===== src/rtl/core/lli_div.sv =====
// Pipelined restoring divider, one quotient bit per stage, with stall.
`default_nettype none
module lli_div #(
  parameter int unsigned NumW = 8,
  parameter int unsigned DenW = 8,
  parameter int unsigned TagW = 1
) (
  input  wire logic            clk_i,
  input  wire logic            rst_ni,
  input  wire logic            en_i,
  input  wire logic            valid_i,
  input  wire logic [NumW-1:0] num_i,
  input  wire logic [DenW-1:0] den_i,
  input  wire logic [TagW-1:0] tag_i,
  output logic                 valid_o,
  output logic [NumW-1:0]      quo_o,
  output logic [TagW-1:0]      tag_o
);
  localparam int unsigned RemW = DenW + 1;

  logic [NumW:1]           vld_q;
  logic [NumW-1:0]         num_q [1:NumW];
  logic [RemW-1:0]         rem_q [1:NumW];
  logic [DenW-1:0]         den_q [1:NumW];
  logic [TagW-1:0]         tag_q [1:NumW];

  for (genvar s = 0; s < NumW; s++) begin : g_stage
    logic            vld_c;
    logic [NumW-1:0] num_c;
    logic [RemW-1:0] rem_c;
    logic [DenW-1:0] den_c;
    logic [TagW-1:0] tag_c;
    logic [RemW-1:0] sh;
    logic [RemW:0]   diff;
    logic [NumW-1:0] num_d;
    logic [RemW-1:0] rem_d;
    if (s == 0) begin : g_head
      assign vld_c = valid_i;
      assign num_c = num_i;
      assign rem_c = '0;
      assign den_c = den_i;
      assign tag_c = tag_i;
    end else begin : g_body
      assign vld_c = vld_q[s];
      assign num_c = num_q[s];
      assign rem_c = rem_q[s];
      assign den_c = den_q[s];
      assign tag_c = tag_q[s];
    end
    always_comb begin
      sh = {rem_c[RemW-2:0], num_c[NumW-1]};
      diff = {1'b0, sh} - {2'b00, den_c};
      num_d = {num_c[NumW-2:0], ~diff[RemW]};
      rem_d = diff[RemW] ? sh : diff[RemW-1:0];
    end
    always_ff @(posedge clk_i or negedge rst_ni) begin
      if (!rst_ni) begin
        vld_q[s+1] <= 1'b0;
      end else if (en_i) begin
        vld_q[s+1] <= vld_c;
      end
    end
    always_ff @(posedge clk_i) begin
      if (en_i) begin
        num_q[s+1] <= num_d;
        rem_q[s+1] <= rem_d;
        den_q[s+1] <= den_c;
        tag_q[s+1] <= tag_c;
      end
    end
  end

  assign valid_o = vld_q[NumW];
  assign quo_o = num_q[NumW];
  assign tag_o = tag_q[NumW];
endmodule
`default_nettype wire


===== config.mk =====
export PLATFORM = sky130hd
export DESIGN_NAME = lli_div
export DESIGN_NICKNAME = d
export VERILOG_FILES = /design/src/rtl/core/lli_div.sv
export SDC_FILE = /design/constraint.sdc
export NUM_CORES = 1
export LEC_CHECK = 0
export ABC_AREA = 1
export ABC_CLOCK_PERIOD_IN_PS = 4500
export BUFFER_PORTS_ARGS = -buffer_cell sky130_fd_sc_hd__buf_2
export CELL_PAD_IN_SITES_DETAIL_PLACEMENT = 1
export CELL_PAD_IN_SITES_GLOBAL_PLACEMENT = 2
export CORE_ASPECT_RATIO = 1.75
export CORE_MARGIN = 2
export CORE_UTILIZATION = 45
export DETAILED_ROUTE_END_ITERATION = 16
export GPL_ROUTABILITY_DRIVEN = 0
export HOLD_SLACK_MARGIN = 0.12
export PLACE_DENSITY_LB_ADDON = 0.08
export SLEW_MARGIN = 40
export SYNTH_ARGS = -nofsm -noshare
export SYNTH_HDL_FRONTEND = slang
export SYNTH_SLANG_ARGS = --single-unit

===== constraint.sdc =====
create_clock -name clk_i -period 4.5 [get_ports clk_i]
set_clock_uncertainty 0.15 [all_clocks]
set_input_delay 0.9 -clock clk_i [delete_from_list [all_inputs] [get_ports clk_i]]
set_output_delay 0.9 -clock clk_i [all_outputs]
set_load 0.01 [all_outputs]

==> flow_metrics.py <==
metrics = {
    "cts": {
        "post_cts_buffers": 0,
        "root_buffer": "clkbuf_16",
        "cts_resized": 0,
        "hold_buffers": 0,
        "clock-sinks": 192,
        "cts_buffer_depth": 2,
        "clk-insertion-delay-late_ns": 0.44,
        "cts_buffers": 17,
        "cts_tree": "built",
        "cts.clk_slew.worst_paths_ns": 0.07,
        "htreeDepth": 4,
    },
    "worst_setup_path": {
        "crit_fanout": 13,
        "r2r_end": "rem_q[0][54]$_DFFE_PP_",
        "rr_startpoint": "rem_q[0][48]$_DFFE_PP_",
        "r2r_cells": 9,
        "crit_start": "rem_q[0][48]$_DFFE_PP_",
        "end_kind": "flip-flop",
        "cp-start-kind": "flip-flop",
        "reg2reg_slack_ns": 2.00,
        "required_ns": 4.53,
        "crit_arrival_ns": 2.53,
        "crit_end": "rem_q[0][54]$_DFFE_PP_",
        "crit_type": "flip-flop to flip-flop",
    },
    "placed_design": {
        "dpl.hpwl_mm": 16.1,
        "io_buffers": 30,
    },
    "power_and_ir_drop": {
        "vdd_drop_max_uv": 395,
        "power.leakage_nw": 4.78,
        "power.density_nw_per_um2": 518,
    },
    "timing": {
        "period_needed_ns": 2.50,
        "setup_viol": 0,
        "min_period_over_period_pct": 55.6,
        "rsz0062_at_grt": "false",
        "hold_violations": 0,
        "relSlewSlack_pct": 44.9,
        "drv_slew": 0,
        "clock.fmax_mhz": 400,
        "finalSetupTns_ns": 0,
        "tightest_slew_ns": 0.827,
    },
    "outcome": {
        "status": "finished, final reports clean",
    },
    "drt": {
        "first_iter_violations": 236,
        "drc": 0,
        "wl_per_cell_um": 17.1,
        "vias": 6190,
        "ant_nets": 0,
        "routed_wl_mm": 20.4,
        "drt-pass1-iter-count": 4,
        "vias_per_cell": 5.19,
    },
    "floorplan": {
        "chipHeight_um": 197,
        "coreArea_um2": 20900,
        "start_util_pct": 45.9,
        "fp.dieW_um": 115,
        "die_area_um2": 22600,
        "ios": 31,
        "rows": 70,
    },
    "yosys": {
        "synth_ff_type": "edfxtp_1",
        "yosysWarnings": 0,
        "synth_area_leaders": "edfxtp_1, nand2_1, ha_1, inv_1, nand3_2",
        "yosysTopAreaCell": "edfxtp_1",
        "yosys.area.top_type_share_pct": 57.4,
        "ys_types": 34,
        "ys_seq_area_share_pct": 59.5,
        "yosysMostFrequentCell": "nand2_1",
        "yosys_register_bits": 192,
        "syn_area_per_cell_um2": 10.9,
        "synth_edf_count": 184,
        "synth_commonest_cells": "nand2_1, edfxtp_1, inv_1",
        "netlist_instances": 882,
        "syn-cell-area_um2": 9620,
        "async_flop_share_pct": 4.17,
    },
    "global_routing": {
        "grt-ovfl-total": 0,
        "grt_pass1_vias": 7041,
        "antenna_found_initial": 0,
        "grt_usage_pct": 19.7,
        "grt_max_degree": 112,
        "grt_pass1_wl_mm": 32.9,
    },
    "finish": {
        "n_fill_cell": 2266,
        "final_core_util_pct": 50.5,
        "syn_to_final_growth_pct": 9.96,
        "antennaDiodeCount": 0,
        "final_layout_size_suffix_gt1_share_pct": 13.4,
        "fin_nets": 1012,
    },
    "min_path": {
        "holdCritPathClass": "primary input to async pin",
    },
    "flow_run": {
        "cap_violations": 0,
    },
}
[flip-flops by register name, summed over array words and instances (netlist names)]
signal	cells
valid_o	1
num_q	64
den_q	56
tag_q	8
rem_q	56
g_stage.vld_c	7
[report_power, final]
group          leakage [nW]  total (mW)  internal (mW)  switching [mW]
clock network         0.259        1.39          0.757           0.635
registers              1.89        2.45           2.32           0.132
logic                  2.63        1.64          0.590            1.05
total                  4.78        5.48           3.67            1.81
[placed cells by master (no fill, tap or decap), drive strengths merged, types with 3 or more instances in the layout]
cell      n
xnor2    15
xor2      3
conb      3
edfxtp  184
ha       57
nand3b    6
nand3    52
o21ai    30
nand2   215
clkbuf   21
dfrtp     8
or2       9
fa        6
nand4    33
clkinv    6
a21oi    37
nor2     31
nor3      5
inv     181
buf      32
[critical path, stage by stage (launching register included)]
cell and delay, ns:
edfxtp_1 0.45, ha_1 0.40, nand2_1 0.09, nand2_1 0.09
inv_1 0.12, nand2_1 0.08, nand2_1 0.18, nand3_2 0.40
nand2_1 0.22, o21ai_2 0.07
[through the flow]
stage / hold WS (ns) / instances / worst slack (ns) / power [mW] / cell area, um^2
6_report: 0.147 / 1192 / 2.00 / 5.48 / 10600
4_1_cts: 0.127 / 1192 / 2.03 / 5.56 / 10600
3_3_place_gp: 0.251 / 1161 / 1.97 / 4.06 / 10000
3_5_place_dp: 0.256 / 1161 / 1.94 / 4.15 / 10000
5_1_grt: 0.137 / 1192 / 1.91 / 5.83 / 10600
2_1_floorplan: 0.250 / 884 / 2.46 / 3.70 / 9630
[cell families (layout without fill, tap and decap cells)]
kind of cell,after synthesis,in the layout,synth area share (%)
XOR/XNOR,18,18,1.64
other,1,3,0.0390
AO/OA/AOI/OAI,69,69,4.50
AND/OR/NAND/NOR,351,351,17.6
buffers and inverters,186,242,7.82
multiplexers,2,2,0.234
adder cells (fa/ha/maj),63,63,8.66
flip-flops,192,192,59.5
[how the worst min path moves through the flow]
stage / end / from
2_1_floorplan: num_q[0][17]$_DFFE_PP_ / num_q[0][8]$_DFFE_PP_
3_3_place_gp: num_q[0][28]$_DFFE_PP_ / num_q[0][19]$_DFFE_PP_
3_5_place_dp: num_q[0][29]$_DFFE_PP_ / num_q[0][20]$_DFFE_PP_
4_1_cts: valid_o$_DFFE_PN0P_ / rst_ni
5_1_grt: valid_o$_DFFE_PN0P_ / rst_ni
6_report: valid_o$_DFFE_PN0P_ / rst_ni
[cell type report]
cell class,count,area [um^2],share of cell area (%)
flip-flops and latches,192,5730,54.1
inverters,179,672,6.35
clock buffers,21,440,4.16
multi-input cells,506,3150,29.8
well taps,252,315,2.98
repair buffers,32,188,1.77
clock inverters,10,87.6,0.828
[routing by layer]
layer  vias up  track usage, %  part of all wire, %
li1       3016               -                    -
met5         -               0                    0
met3        62            3.53                  1.7
met1      3020            14.3                   28
met2        92            42.5                   65
met4         0            12.1                  5.3
No activity file was read; power rests on OpenSTA's default activity.
